$ cat config.mk
export PLATFORM = sky130hd
export DESIGN_NAME = edd_scan
export DESIGN_NICKNAME = d
export VERILOG_FILES = /design/src/hdl/edd_pkg.sv /design/src/hdl/edd_scan.sv
export VERILOG_INCLUDE_DIRS = /design/src /design/src/hdl
export SDC_FILE = /design/constraint.sdc
export NUM_CORES = 1
export LEC_CHECK = 0
export BUFFER_PORTS_ARGS = -buffer_cell sky130_fd_sc_hd__buf_2
export CORE_ASPECT_RATIO = 1.2
export CORE_MARGIN = 2
export CORE_UTILIZATION = 52
export DETAILED_ROUTE_END_ITERATION = 6
export PLACE_DENSITY = 0.79
export SYNTH_ARGS = -nofsm -noshare
export SYNTH_HDL_FRONTEND = slang
export SYNTH_SLANG_ARGS = --single-unit
$ cat constraint.sdc
create_clock -name i_clk -period 3.45 [get_ports i_clk]
set_clock_uncertainty 0.05 [all_clocks]
set_input_delay 0.1725 -clock i_clk [delete_from_list [all_inputs] [get_ports i_clk]]
set_output_delay 0.1725 -clock i_clk [all_outputs]
set_load 0.01 [all_outputs]
$ cat src/hdl/assert_macros.svh
// Assertion macros shared by the error diffusion dither RTL.
// No dependencies; included by the modules that carry assertions.
`ifndef ASSERT_MACROS_SVH
`define ASSERT_MACROS_SVH

// Antecedent implies consequent in the same cycle.
`define EDD_ASSERT_IMPL(lbl, clk, rst_n, ante, cons, msg) \
    lbl: assert property (@(posedge clk) disable iff (!rst_n) (ante) |-> (cons)) \
        else $error(msg);

// Antecedent implies consequent in the next cycle.
`define EDD_ASSERT_NEXT(lbl, clk, rst_n, ante, cons, msg) \
    lbl: assert property (@(posedge clk) disable iff (!rst_n) (ante) |=> (cons)) \
        else $error(msg);

`endif

$ cat src/hdl/edd_pkg.sv
// Types, constants and arithmetic helpers of the error diffusion dither.
// No dependencies; imported by every module of the block.
`default_nettype none

package edd_pkg;

    localparam int LINE_LENGTH_W = 11;
    localparam int THRESHOLD_W   = 8;

    localparam logic [LINE_LENGTH_W-1:0] LINE_LENGTH_RESET = 11'd1024;
    localparam logic [THRESHOLD_W-1:0]   THRESHOLD_RESET   = 8'd128;

    localparam logic CFG_LINE_LENGTH = 1'b0;
    localparam logic CFG_THRESHOLD   = 1'b1;

    // Luma weights in Q16, summing to 65536.
    localparam logic [23:0] LUMA_R     = 24'd19595;
    localparam logic [23:0] LUMA_G     = 24'd38470;
    localparam logic [23:0] LUMA_B     = 24'd7471;
    localparam logic [23:0] LUMA_ROUND = 24'd32768;

    localparam logic [8:0] WHITE_LEVEL = 9'd255;

    typedef logic signed [8:0] t_error;

    typedef struct packed {
        logic first_line;
        logic line_start;
        logic eol;
    } t_scan_flags;

    function automatic logic [7:0] luma(input logic [7:0] r, input logic [7:0] g,
                                        input logic [7:0] b);
        logic [23:0] acc;
        acc = 24'(r) * LUMA_R + 24'(g) * LUMA_G + 24'(b) * LUMA_B + LUMA_ROUND;
        return acc[23:16];
    endfunction

    // Adds two or three eighths of an error, rounds half up, clamps to 0..255.
    function automatic logic [7:0] add_err(input logic [7:0] v, input t_error e,
                                           input logic three);
        logic signed [12:0] ke;
        logic signed [12:0] t;
        logic signed [9:0]  q;
        logic [7:0]         res;
        ke = three ? (13'(e) + (13'(e) <<< 1)) : (13'(e) <<< 1);
        t  = $signed({2'b00, v, 3'b000}) + ke + 13'sd4;
        q  = t[12:3];
        if (q[9]) begin
            res = 8'd0;
        end else if (q > 10'sd255) begin
            res = 8'hFF;
        end else begin
            res = q[7:0];
        end
        return res;
    endfunction

endpackage

`default_nettype wire

$ cat src/hdl/edd_scan.sv
// Scan position tracker: line position, first line flag and end of line.
// Uses edd_pkg for the flag struct and the line length width.
`default_nettype none

module edd_scan
    import edd_pkg::*;
#(
    parameter int MAX_LINE = 1024
) (
    input  wire                         i_clk,
    input  wire                         i_rst_n,
    input  wire                         i_accept,
    input  wire                         i_first_of_frame,
    input  wire  [LINE_LENGTH_W-1:0]    i_line_length,
    output logic [$clog2(MAX_LINE)-1:0] o_pos,
    output t_scan_flags                 o_flags
);

    localparam int PW = $clog2(MAX_LINE);
    localparam int CW = ((PW + 1) > LINE_LENGTH_W) ? (PW + 1) : LINE_LENGTH_W;

    logic [PW-1:0] r_position;
    logic [PW-1:0] n_position;
    logic          r_first_line;
    logic          n_first_line;
    logic [CW-1:0] len_ext;
    logic [CW-1:0] len_eff;
    logic [CW-1:0] pos_inc;
    logic          first_line;

    always_comb begin
        o_pos      = i_first_of_frame ? '0 : r_position;
        first_line = i_first_of_frame | r_first_line;
        len_ext    = CW'(i_line_length);
        if (len_ext == '0) begin
            len_eff = CW'(1);
        end else if (len_ext > CW'(MAX_LINE)) begin
            len_eff = CW'(MAX_LINE);
        end else begin
            len_eff = len_ext;
        end
        pos_inc            = CW'(o_pos) + CW'(1);
        o_flags.first_line = first_line;
        o_flags.line_start = (o_pos == '0);
        o_flags.eol        = (pos_inc >= len_eff);
        n_position         = r_position;
        n_first_line       = r_first_line;
        if (i_accept) begin
            n_position   = o_flags.eol ? '0 : pos_inc[PW-1:0];
            n_first_line = o_flags.eol ? 1'b0 : first_line;
        end
    end

    always_ff @(posedge i_clk) begin
        if (!i_rst_n) begin
            r_position   <= '0;
            r_first_line <= 1'b1;
        end else begin
            r_position   <= n_position;
            r_first_line <= n_first_line;
        end
    end

`include "assert_macros.svh"

    `EDD_ASSERT_NEXT(a_eol_wraps, i_clk, i_rst_n, i_accept && o_flags.eol,
        (r_position == '0) && !r_first_line, "end of line did not wrap the position")
    `EDD_ASSERT_NEXT(a_pos_steps, i_clk, i_rst_n, i_accept && !o_flags.eol,
        r_position == $past(o_pos) + 1'b1, "position did not advance by one")

endmodule

`default_nettype wire

==> run summary <==
worst skew pair latency - 0.28 ns
Max FO, Critical Path - 8
min Tclk post-route - 3.16 ns
Syn Inst Count - 135
first-pass GRT wire length - 4180 µm
number of synthesized flops with an enable pin - 0
P_leak - 0.557 nW
post-synth net total - 163
Setup Viol. Count Final - 0
Ports - 28
clock slew at reported path FFs - 0.07 ns
Max Cap Violations - 0
vias - 1037
Post-CTS Resized - 0
Fillers - 180
Slew Viols, Final - 0
DP Wirelength - 1990 µm
largest net degree at the start of global routing - 20
leading area contributor after synthesis - dfxtp_1
WL final - 2420 µm
Post-Route Utilization - 0.644
WS Path Type - flop to primary output
Post-CTS Setup Bufs - 0
Setup Total Neg Slack - 0 ns
IO buf count - 27
clk buf depth - 2
Placed Area - 0.00118 mm²
H-tree lvl count - 1
Mapped Area - 0.00105 mm²
PD cells - 224 mW/mm²
hold crit path type - input pin to flop
die height - 53.3 µm
via-per-instance ratio - 5.83
Initial Util - 0.564
total congestion overflow - 0
Rows - 17
GP Congestion - 0.856
Top Layer Used - met4
final hold viol count - 0
vias in the first global route - 1011
met1 wire length - 1080 µm
GRT Util Overall - 0.234
Worst-Margin Slew - 0.376 ns
post-DR wirelength/cell - 13.6 µm
Crit. End Element - primary output
metal3 WL - 100 µm
Synth Flop Type - dfxtp_1
Design Area, Final - 0.00120 mm²
Peak VDD IR - 0.146 mV
clk sinks - 11
layout cells sized above 1 - 0.239
share of flip-flops with an asynchronous set or reset - 0
Slew HR - 0.749
unrepaired setup endpoints after global routing - false
fin nets - 188
# hold bufs at CTS - 0
Ys Warns - 0
Core ar. - 0.00187 mm²
fin crit share - 0.916
DIE AREA - 0.00241 mm²
DRT antenna net count - 0
top cells by area, synth - dfxtp_1 (21%), ha_1 (15%), nand2b_1 (5.9%), nand2_1 (5.7%), nand4_1 (5.3%)
Area Overhead vs Synth - 14.2%
Synth cell types - 33
Worst setup SP type - flop
R2R setup slack - 0.66 ns
WP data required - 3.23 ns
initial antenna violation count - 0
Root Buffer - clkbuf_4
sequential share of the synthesized area - 0.209
status - finished, final reports clean
Yosys top cell area share - 0.209
met2 WL - 1170 µm
total CTS buffers - 3
antenna diode count - 0
Yosys reg bits - 11
syn_area_per_cell - 7.81 µm²
RR Startpoint - r_position[0]$_SDFFE_PN0P_
most numerous cell in the Yosys netlist - nand2_1
crit path from - r_position[0]$_SDFFE_PN0P_
TritonCTS clock tree - yes
Die X - 45.1 µm
Hold Startpoint - i_rst_n
first drt pass iteration count - 4
top post-synthesis cells by count - nand2_1 (16), ha_1 (13), dfxtp_1 (11)
DRC violations left - 0
crit path DAT - 2.94 ns
Initial DRC Count - 31
Fmax - 316 MHz
area by class of cell:
cell class              instances  area, µm²  share of cell area
clock buffers                   4       26.3              0.0218
inverters                       6       22.5              0.0187
multi-input cells             111        777               0.645
flip-flops and latches         11        220               0.183
well taps                      19       23.8              0.0197
repair buffers                 27        135               0.112
critical path: stages (launching register included):
cell      delay (ns)
dfxtp_1         0.36
nand2b_1        0.11
inv_1           0.12
ha_1            0.22
and4_1          0.22
nand4_1         0.14
xnor2_1         0.25
ha_1            0.29
a21oi_1         0.13
o21ai_1         0.08
a21oi_2         0.27
and2_1          0.27
inv_1           0.05
buf_2           0.13
cells by family (layout without fill, tap and decap cells):
family                   Yosys count  in the layout  synth area share
AND/OR/NAND/NOR                   66             66             0.363
flip-flops                        11             11             0.209
AO/OA/AOI/OAI                     24             24             0.153
adder cells (fa/ha/maj)           13             13             0.154
buffers and inverters             13             37            0.0545
XOR/XNOR                           8              8            0.0664
flip-flops by register name, indices dropped and copies added (netlist names):
name and count:
r_first_line 1, r_position 10
cell usage in the layout (no fill, tap or decap), drive strengths merged:
master	instances
buf	27
nand2	16
ha	13
nor2b	12
dfxtp	11
nand2b	10
nand4	9
a21oi	8
a21boi	7
xnor2	6
nor2	5
inv	5
o21ai	5
a32o	4
nand3	4
clkbuf	4
nor4	3
xor2	2
and2	2
nor3	2
and3	1
clkinv	1
and4	1
or2	1
metal layers:
layer | GRT usage | vias to the layer above
li1 | - | 525
met1 | 0.279 | 472
met2 | 0.417 | 33
met3 | 0.0171 | 7
met4 | 0.0980 | 0
met5 | 0 | -
worst paths after layout:
check,cells after the start,to
worst max-delay path,13,o_flags[0]
worst max register to register,12,r_position[6]$_SDFFE_PN0P_
worst min register to register,2,r_position[4]$_SDFFE_PN0P_
worst min-delay path,2,r_first_line$_SDFFE_PN1P_
power breakdown:
group / leakage, nW / total, W / switching (W) / internal, W
Sequential: 0.0890 / 0.000130 / 0.00000108 / 0.000128
Combinational: 0.453 / 0.0000488 / 0.0000286 / 0.0000202
Clock: 0.0150 / 0.0000914 / 0.0000466 / 0.0000448
Total: 0.557 / 0.000270 / 0.0000763 / 0.000193
metrics by stage:
step / setup slack [ns] / std cells / total power, W / hold WS [ns]
finish: 0.289 / 178 / 0.000270 / 0.140
global route: 0.0274 / 178 / 0.000284 / 0.157
CTS: 0.298 / 178 / 0.000269 / 0.141
detailed placement: 0.470 / 174 / 0.000181 / 0.418
global placement: 0.638 / 174 / 0.000179 / 0.401
floorplan: 0.845 / 135 / 0.000163 / 0.248
Power figures use the tool's default switching activity.
