$ cat src/hdl/assert_macros.svh
// Assertion macros shared by the error diffusion dither RTL.
// No dependencies; included by the modules that carry assertions.
`ifndef ASSERT_MACROS_SVH
`define ASSERT_MACROS_SVH

// Antecedent implies consequent in the same cycle.
`define EDD_ASSERT_IMPL(lbl, clk, rst_n, ante, cons, msg) \
    lbl: assert property (@(posedge clk) disable iff (!rst_n) (ante) |-> (cons)) \
        else $error(msg);

// Antecedent implies consequent in the next cycle.
`define EDD_ASSERT_NEXT(lbl, clk, rst_n, ante, cons, msg) \
    lbl: assert property (@(posedge clk) disable iff (!rst_n) (ante) |=> (cons)) \
        else $error(msg);

`endif

$ cat src/hdl/edd_pkg.sv
// Types, constants and arithmetic helpers of the error diffusion dither.
// No dependencies; imported by every module of the block.
`default_nettype none

package edd_pkg;

    localparam int LINE_LENGTH_W = 11;
    localparam int THRESHOLD_W   = 8;

    localparam logic [LINE_LENGTH_W-1:0] LINE_LENGTH_RESET = 11'd1024;
    localparam logic [THRESHOLD_W-1:0]   THRESHOLD_RESET   = 8'd128;

    localparam logic CFG_LINE_LENGTH = 1'b0;
    localparam logic CFG_THRESHOLD   = 1'b1;

    // Luma weights in Q16, summing to 65536.
    localparam logic [23:0] LUMA_R     = 24'd19595;
    localparam logic [23:0] LUMA_G     = 24'd38470;
    localparam logic [23:0] LUMA_B     = 24'd7471;
    localparam logic [23:0] LUMA_ROUND = 24'd32768;

    localparam logic [8:0] WHITE_LEVEL = 9'd255;

    typedef logic signed [8:0] t_error;

    typedef struct packed {
        logic first_line;
        logic line_start;
        logic eol;
    } t_scan_flags;

    function automatic logic [7:0] luma(input logic [7:0] r, input logic [7:0] g,
                                        input logic [7:0] b);
        logic [23:0] acc;
        acc = 24'(r) * LUMA_R + 24'(g) * LUMA_G + 24'(b) * LUMA_B + LUMA_ROUND;
        return acc[23:16];
    endfunction

    // Adds two or three eighths of an error, rounds half up, clamps to 0..255.
    function automatic logic [7:0] add_err(input logic [7:0] v, input t_error e,
                                           input logic three);
        logic signed [12:0] ke;
        logic signed [12:0] t;
        logic signed [9:0]  q;
        logic [7:0]         res;
        ke = three ? (13'(e) + (13'(e) <<< 1)) : (13'(e) <<< 1);
        t  = $signed({2'b00, v, 3'b000}) + ke + 13'sd4;
        q  = t[12:3];
        if (q[9]) begin
            res = 8'd0;
        end else if (q > 10'sd255) begin
            res = 8'hFF;
        end else begin
            res = q[7:0];
        end
        return res;
    endfunction

endpackage

`default_nettype wire

$ cat src/hdl/edd_quantize.sv
// Error application and black/white decision for one pixel.
// Uses edd_pkg for add_err, the error type and the flag struct.
`default_nettype none

module edd_quantize
    import edd_pkg::*;
(
    input  wire                    i_clk,
    input  wire                    i_rst_n,
    input  wire                    i_update,
    input  wire  [7:0]             i_luma,
    input  t_error                 i_above,
    input  t_scan_flags            i_flags,
    input  wire  [THRESHOLD_W-1:0] i_threshold,
    output logic                   o_white,
    output t_error                 o_error
);

    t_error     r_diag;
    t_error     r_left;
    logic [7:0] v_diag;
    logic [7:0] v_above;
    logic [7:0] v_left;

    always_comb begin
        v_diag  = (!i_flags.first_line && !i_flags.line_start) ?
                  add_err(i_luma, r_diag, 1'b0) : i_luma;
        v_above = !i_flags.first_line ? add_err(v_diag, i_above, 1'b1) : v_diag;
        v_left  = !i_flags.line_start ? add_err(v_above, r_left, 1'b1) : v_above;
        o_white = (v_left > i_threshold);
        o_error = o_white ? $signed({1'b0, v_left} - WHITE_LEVEL) : $signed({1'b0, v_left});
    end

    always_ff @(posedge i_clk) begin
        if (!i_rst_n) begin
            r_diag <= '0;
            r_left <= '0;
        end else if (i_update) begin
            r_diag <= i_flags.first_line ? t_error'(0) : i_above;
            r_left <= o_error;
        end
    end

endmodule

`default_nettype wire

$ cat config.mk
export PLATFORM = sky130hd
export DESIGN_NAME = edd_quantize
export DESIGN_NICKNAME = d
export VERILOG_FILES = /design/src/hdl/assert_macros.svh /design/src/hdl/edd_pkg.sv /design/src/hdl/edd_quantize.sv
export SDC_FILE = /design/constraint.sdc
export NUM_CORES = 1
export LEC_CHECK = 0
export BUFFER_PORTS_ARGS = -buffer_cell sky130_fd_sc_hd__buf_2
export CAP_MARGIN = 20
export CORE_AREA = 2 2 81 99
export CTS_CLUSTER_SIZE = 14
export DETAILED_ROUTE_END_ITERATION = 10
export DIE_AREA = 0 0 83 101
export GPL_TIMING_DRIVEN = 1
export HOLD_SLACK_MARGIN = 0.15
export PLACE_DENSITY = 0.77
export SLEW_MARGIN = 0
export SYNTH_ARGS = -nofsm -noshare
export SYNTH_HDL_FRONTEND = slang
export SYNTH_SLANG_ARGS = --single-unit
$ cat constraint.sdc
create_clock -name i_clk -period 17.41 [get_ports i_clk]
set_clock_uncertainty 0.15 [all_clocks]
set_input_delay 1.741 -clock i_clk [delete_from_list [all_inputs] [get_ports i_clk]]
set_output_delay 1.741 -clock i_clk [all_outputs]
set_load 0.1 [all_outputs]
==> run metrics, run 1 <==
Root Buffer=clkbuf_8; sequential element share of the synthesized area=approximately a tenth; largest family of logic cells by synthesized area=compound AO/OA/AOI/OAI gates; Die W=slightly above 80 um; Period Utilization, post-route=80.2%; FFs w/ async S/R, synth=0%; Simple-Gate Fraction of Synth Area=approximately 25%; H-tree levels=1; WP data arrival=between 10,000 and 15,000 ps; Worst Hold Path EP=r_left[2]; Final min period=between 10,000 and 15,000 ps; mux cell area share after synthesis=under 10%; first-pass GRT wire length=15,500 um; Hold WC Path Type=flip-flop to flip-flop; Synth top area share=about an eighth; CP delay by family, top=compound AO/OA/AOI/OAI gates; Setup TNS=0 ps; most frequent cells in the layout=50 x inv_1, 39 x nor2_1, 39 x buf_2; antenna-violating nets left=0; PostCTS Resize Cnt=0; First-pass DRT Iterations=5; WS Path Type=primary input to output port; Slew Limit Headroom=roughly 27%; via count=around 3,600; Reg clk slew, reported paths=approximately 70 ps; Die Area=0.00838 mm^2; port bufs=39; synthesized cell area=about 0.0036 mm^2; GRT overflow=0; CP required=about 16,000 ps; Area Overhead vs Synth=6.26%; RSZ-0062 raised after global routing=no; row count=35; commonest non-fill, non-tap cell in the layout=inv_1; Post-synth EDFFs=0; initial core utilization=around half; status=complete, no violations; WL/cell=15.9 um; DRC Markers=0; compound-gate portion of the synthesized area=28.3%; Reg2Reg Setup Slack=between 7000 and 8000 ps; Mapped Avg Cell Area=around 7.9 um^2; Post-CTS Setup Bufs=0; FMAX=between 70 and 80 MHz; Hold Crit Start=r_left[2]; CTS tree=done; slowest stage delay, CP=930 ps; WP buf/inv=5; largest net degree at the start of global routing=26; core footprint=~0.0075 mm^2; final hold violation count=0; syn nets=about 550; CTS buffer count=3; Yosys reg bits=17; RD Place Congestion=just under 0.9; Setup crit start kind=primary input; synthesized-area fraction occupied by adder cells=a little over a fifth; IO Count=41; fillcell total=737; final setup vio count=0; RR Startpoint=r_diag[2]; worst-case clock buffer depth=2; Crit Reg-Reg Endpoint=r_left[3]; Die H=just over 100 um; Synth area leader=ha_1; Slowest cell on crit path=a221oi_1; yosys warns=0; Netlist cell types=a little under 80; Synth area leaders=ha_1 13%, dfxtp_1 9.4%, fa_1 8.3%; max-slew violation count=0; antenna violations before repair=0; DP HPWL=roughly 7700 um; GRT Resource Usage Total=around 22%; Worst setup EP type=output port; CP Max Fanout=9; Cells after Synth=between 400 and 500; vias per std cell=6.08; Hold Path Depth=2; Main synth FF type=dfxtp_1; DRT iter0 DRCs=between 100 and 150; XOR/XNOR Fraction of Synth Area=~5.8%; Max-Cap Viols=0; Hold Slack=roughly 390 ps; Worst-Margin Slew=around 1100 ps; fin nets=579; # clock sinks=17; worst skew pair latency=260 ps; vias in the first global route=around 3,500; CTS Hold Bufs=0; layout cells sized above 1=between 10% and 20%; diodes inserted=0; Worst Reg-to-Reg Cells=37; fin util=between 50% and 60%; Post-Route WL=approximately 9300 um
## Yosys cell counts, drive strengths merged, types with 4 or more instances
cell type   n
fa         15
o21a        9
a221oi      4
nor2       40
a22o        5
o21ai      21
or2         4
o221ai      5
nand3b      5
a21oi      21
nor3        8
inv        50
o211ai     10
o31ai       5
nor3b       5
a22oi       7
dfxtp      17
and2        7
nand2b      5
clkbuf      8
a21o       11
xor2        6
o211a       4
mux2i       4
xnor2      18
or3         5
nand4       6
nor2b      21
nand2      25
ha         38
nand3      14
## cells by family (layout without fill, tap and decap cells)
family                   Yosys count  count (layout)
AO/OA/AOI/OAI                    138             138
XOR/XNOR                          24              24
adder cells (fa/ha/maj)           53              53
buffers and inverters             63              94
flip-flops                        17              17
multiplexers                       5               5
AND/OR/NAND/NOR                  163             163
## registers in the layout, summed over array words and instances (netlist names)
name and count:
r_left 9, r_diag 8
## per-layer routing
layer	up-vias	track usage (%)	wire [um]
met3	25	2.62	311
met2	86	43.6	4990
met1	1691	24.5	3780
met4	0	7.06	261
met5	-	0	0
li1	1761	-	-
## how the worst max path moves through the flow
stage / startpoint / end / slack (ps) / depth (start not counted)
2_1_floorplan: i_luma[1] / o_error[7] / 3940 / 39
3_3_place_gp: i_luma[0] / o_error[7] / 3870 / 38
3_5_place_dp: i_luma[0] / o_error[7] / 3540 / 39
4_1_cts: i_luma[0] / o_error[7] / 3500 / 39
5_1_grt: i_luma[0] / o_error[7] / 2600 / 38
6_report: i_luma[0] / o_error[7] / 3450 / 39
## final cells by class
class	count	area (um^2)	area share, %
Sequential cell	17	340	8.80
Tap cell	92	115	2.98
Clock buffer	4	45.0	1.17
Multi-Input combinational cell	383	2980	77.0
Inverter	50	188	4.85
Timing Repair Buffer	40	203	5.24
## through the flow
| stage | instances | area, um^2 | setup slack, ps |
|---|---|---|---|
| floorplan | 463 | 3640 | 3940 |
| global placement | 582 | 3820 | 3870 |
| detailed placement | 582 | 3820 | 3540 |
| CTS | 586 | 3870 | 3500 |
| global route | 586 | 3870 | 2600 |
| finish | 586 | 3870 | 3450 |
## worst min-delay path, cell delays in order, from the launching register on
cell and delay [ps]:
dfxtp_1 320, mux2i_1 120, nor2b_1 60
Power of run 1 is left out: the tool's default activity adds up to more than one toggle a clock period on the data nets, which glitch-free logic cannot reach.
==> inputs of run 2 (changes only) <==
--- a/config.mk
+++ b/config.mk
@@ -13,7 +13,7 @@
 export DIE_AREA = 0 0 83 101
 export GPL_TIMING_DRIVEN = 1
 export HOLD_SLACK_MARGIN = 0.15
-export PLACE_DENSITY = 0.77
+export PLACE_DENSITY = 0.79
 export SLEW_MARGIN = 0
 export SYNTH_ARGS = -nofsm -noshare
 export SYNTH_HDL_FRONTEND = slang
==> constraint.sdc (replaced) <==
create_clock -name i_clk -period 11.58 [get_ports i_clk]
set_clock_uncertainty 0.15 [all_clocks]
set_input_delay 1.158 -clock i_clk [delete_from_list [all_inputs] [get_ports i_clk]]
set_output_delay 1.158 -clock i_clk [all_outputs]
set_load 0.1 [all_outputs]
==> run 2 against run 1 <==
Net effect:
- non-clock buffer count grew 23
- sequential share of layout area shrank 1.0 points
- design area grew 13%
- register-to-register slack lost 4600 ps
- critical path type unchanged
==> run metrics, run 2 (same netlist as run 1, synthesis figures left out) <==
status=complete, no violations (unchanged); layout cells sized above 1=22.8% (was 13.4%); DRT iter0 DRCs=265 (was 142); vias per std cell=6.18 (was 6.08); First-pass DRT Iterations=5 (unchanged); GRT Resource Usage Total=23.3% (was 22.1%); Reg2Reg Setup Slack=2490 ps (was 7130 ps); GRT overflow=0 (unchanged); Slew Limit Headroom=40.1% (was 26.9%); Max-Cap Viols=0 (unchanged); Setup crit start kind=primary input (unchanged); Die Area=0.00838 mm^2 (unchanged); first-pass GRT wire length=16,300 um (was 15,500 um); sequential cell area=340 um^2 (unchanged); Hold Crit Start=r_left[2] (unchanged); Hold Path Depth=2 (unchanged); largest net degree at the start of global routing=26 (unchanged); port bufs=39 (unchanged); area of the multi-input gates=0.00316 mm^2 (was 0.00298 mm^2); fillcell total=645 (was 737); final hold violation count=0 (unchanged); CTS buffer count=3 (unchanged); slowest stage delay, CP=520 ps (was 930 ps); antenna violations before repair=0 (unchanged); Setup TNS=0 ps (unchanged); Hold WC Path Type=flip-flop to flip-flop (unchanged); DRC Markers=0 (unchanged); worst-case clock buffer depth=2 (unchanged); Worst Hold Path EP=r_left[2] (unchanged); diodes inserted=0 (unchanged); row count=35 (unchanged); Root Buffer=clkbuf_8 (unchanged); Largest register FFs=9 (unchanged); Die H=101 um (unchanged); # clock sinks=17 (unchanged); WL/cell=16.7 um (was 15.9 um); DP HPWL=7970 um (was 7740 um); Die W=83 um (unchanged); WS Path Type=primary input to output port (unchanged); worst skew pair latency=250 ps (was 260 ps); RD Place Congestion=0.965 (was 0.891); FMAX=a little under 90 MHz; largest registers=r_left x9, r_diag x8 (unchanged); Crit Reg-Reg Endpoint=r_left[5] (was r_left[3]); H-tree levels=1 (unchanged); Worst path most repeated cell=ha_1; Area Overhead vs Synth=20.0% (was 6.26%); final setup vio count=0 (unchanged); Worst-Margin Slew=895 ps (was 1100 ps); IO Count=41 (unchanged); Worst Reg-to-Reg Cells=38 (was 37); fin nets=602 (was 579); Post-Route WL=10,200 um (was 9340 um); most frequent cells in the layout=50 x inv_1, 39 x nor2_1, 35 x ha_1 (was 50 x inv_1, 39 x nor2_1, 39 x buf_2); Worst setup EP type=output port (unchanged); Hold Slack=383 ps (was 386 ps); max-slew violation count=0 (unchanged); WP data arrival=9880 ps (was 12,070 ps); Final min period=roughly 11,000 ps; commonest non-fill, non-tap cell in the layout=inv_1 (unchanged); Reg clk slew, reported paths=60 ps (was 70 ps); Top reg by flops=r_left (unchanged); CP Max Fanout=8 (was 9); initial core utilization=48.6% (unchanged); CTS tree=done (unchanged); antenna-violating nets left=0 (unchanged); vias in the first global route=3,554 (was 3,488); via count=3,762 (was 3,563); core footprint=0.00749 mm^2 (unchanged); RR Startpoint=r_diag[3] (was r_diag[2]); Slowest cell on crit path=fa_1 (was a221oi_1); CP required=10,270 ps (was 15,520 ps); Period Utilization, post-route=between 90% and 100%
## run 2: metal layers
metal / global-route usage, % / wire length (um)
met1: 28.7 / 4120
met4: 7.31 / 253
met2: 43.3 / 5200
met5: 0 / 0
met3: 1.80 / 590
## run 2: per-stage QoR
stage                     util, %  cells  setup WS (ps)  area [um^2]
after floorplan                 -    463           -318         3690
after global placement       55.0    597           63.6         4120
after detailed placement     55.0    597           -154         4120
after CTS                    55.9    601           50.7         4180
after global routing         58.3    609          -54.4         4370
final                        58.3    609            393         4370
## run 2: timing repair
item | 4_1_cts | 5_1_grt
setup buffers | 0 | 8
resized for setup | 3 | 33
hold buffers | 0 | 0
setup endpoints to repair | 3 | 10
pin swaps | 1 | 14
## run 2: final cells by class
cell class | count | share of cell area [%]
multi-input combinational | 383 | 72.3
inverter | 50 | 4.30
timing repair buffer | 63 | 12.0
clock buffer | 4 | 1.03
tap | 92 | 2.64
sequential | 17 | 7.79
## run 2: worst max path at each step
| stage | slack [ps] | cells after the start | to | from |
|---|---|---|---|---|
| final | 390 | 38 | o_error[7] | i_luma[1] |
| after global placement | 60 | 39 | o_error[7] | i_luma[1] |
| after CTS | 50 | 42 | o_error[5] | i_luma[1] |
| after floorplan | -320 | 39 | o_error[7] | i_luma[1] |
| after detailed placement | -150 | 41 | o_error[7] | i_luma[1] |
| after global routing | -50 | 42 | o_error[7] | i_luma[1] |
## run 2: worst max-delay path, delay by kind of cell
family	cells	cell delay, ps
XOR/XNOR	1	220
AND/OR/NAND/NOR	11	2130
AO/OA/AOI/OAI	16	3320
buffers and inverters	3	400
multiplexers	1	380
adder cells (fa/ha/maj)	6	2270
Power of run 2 is left out for the same reason.
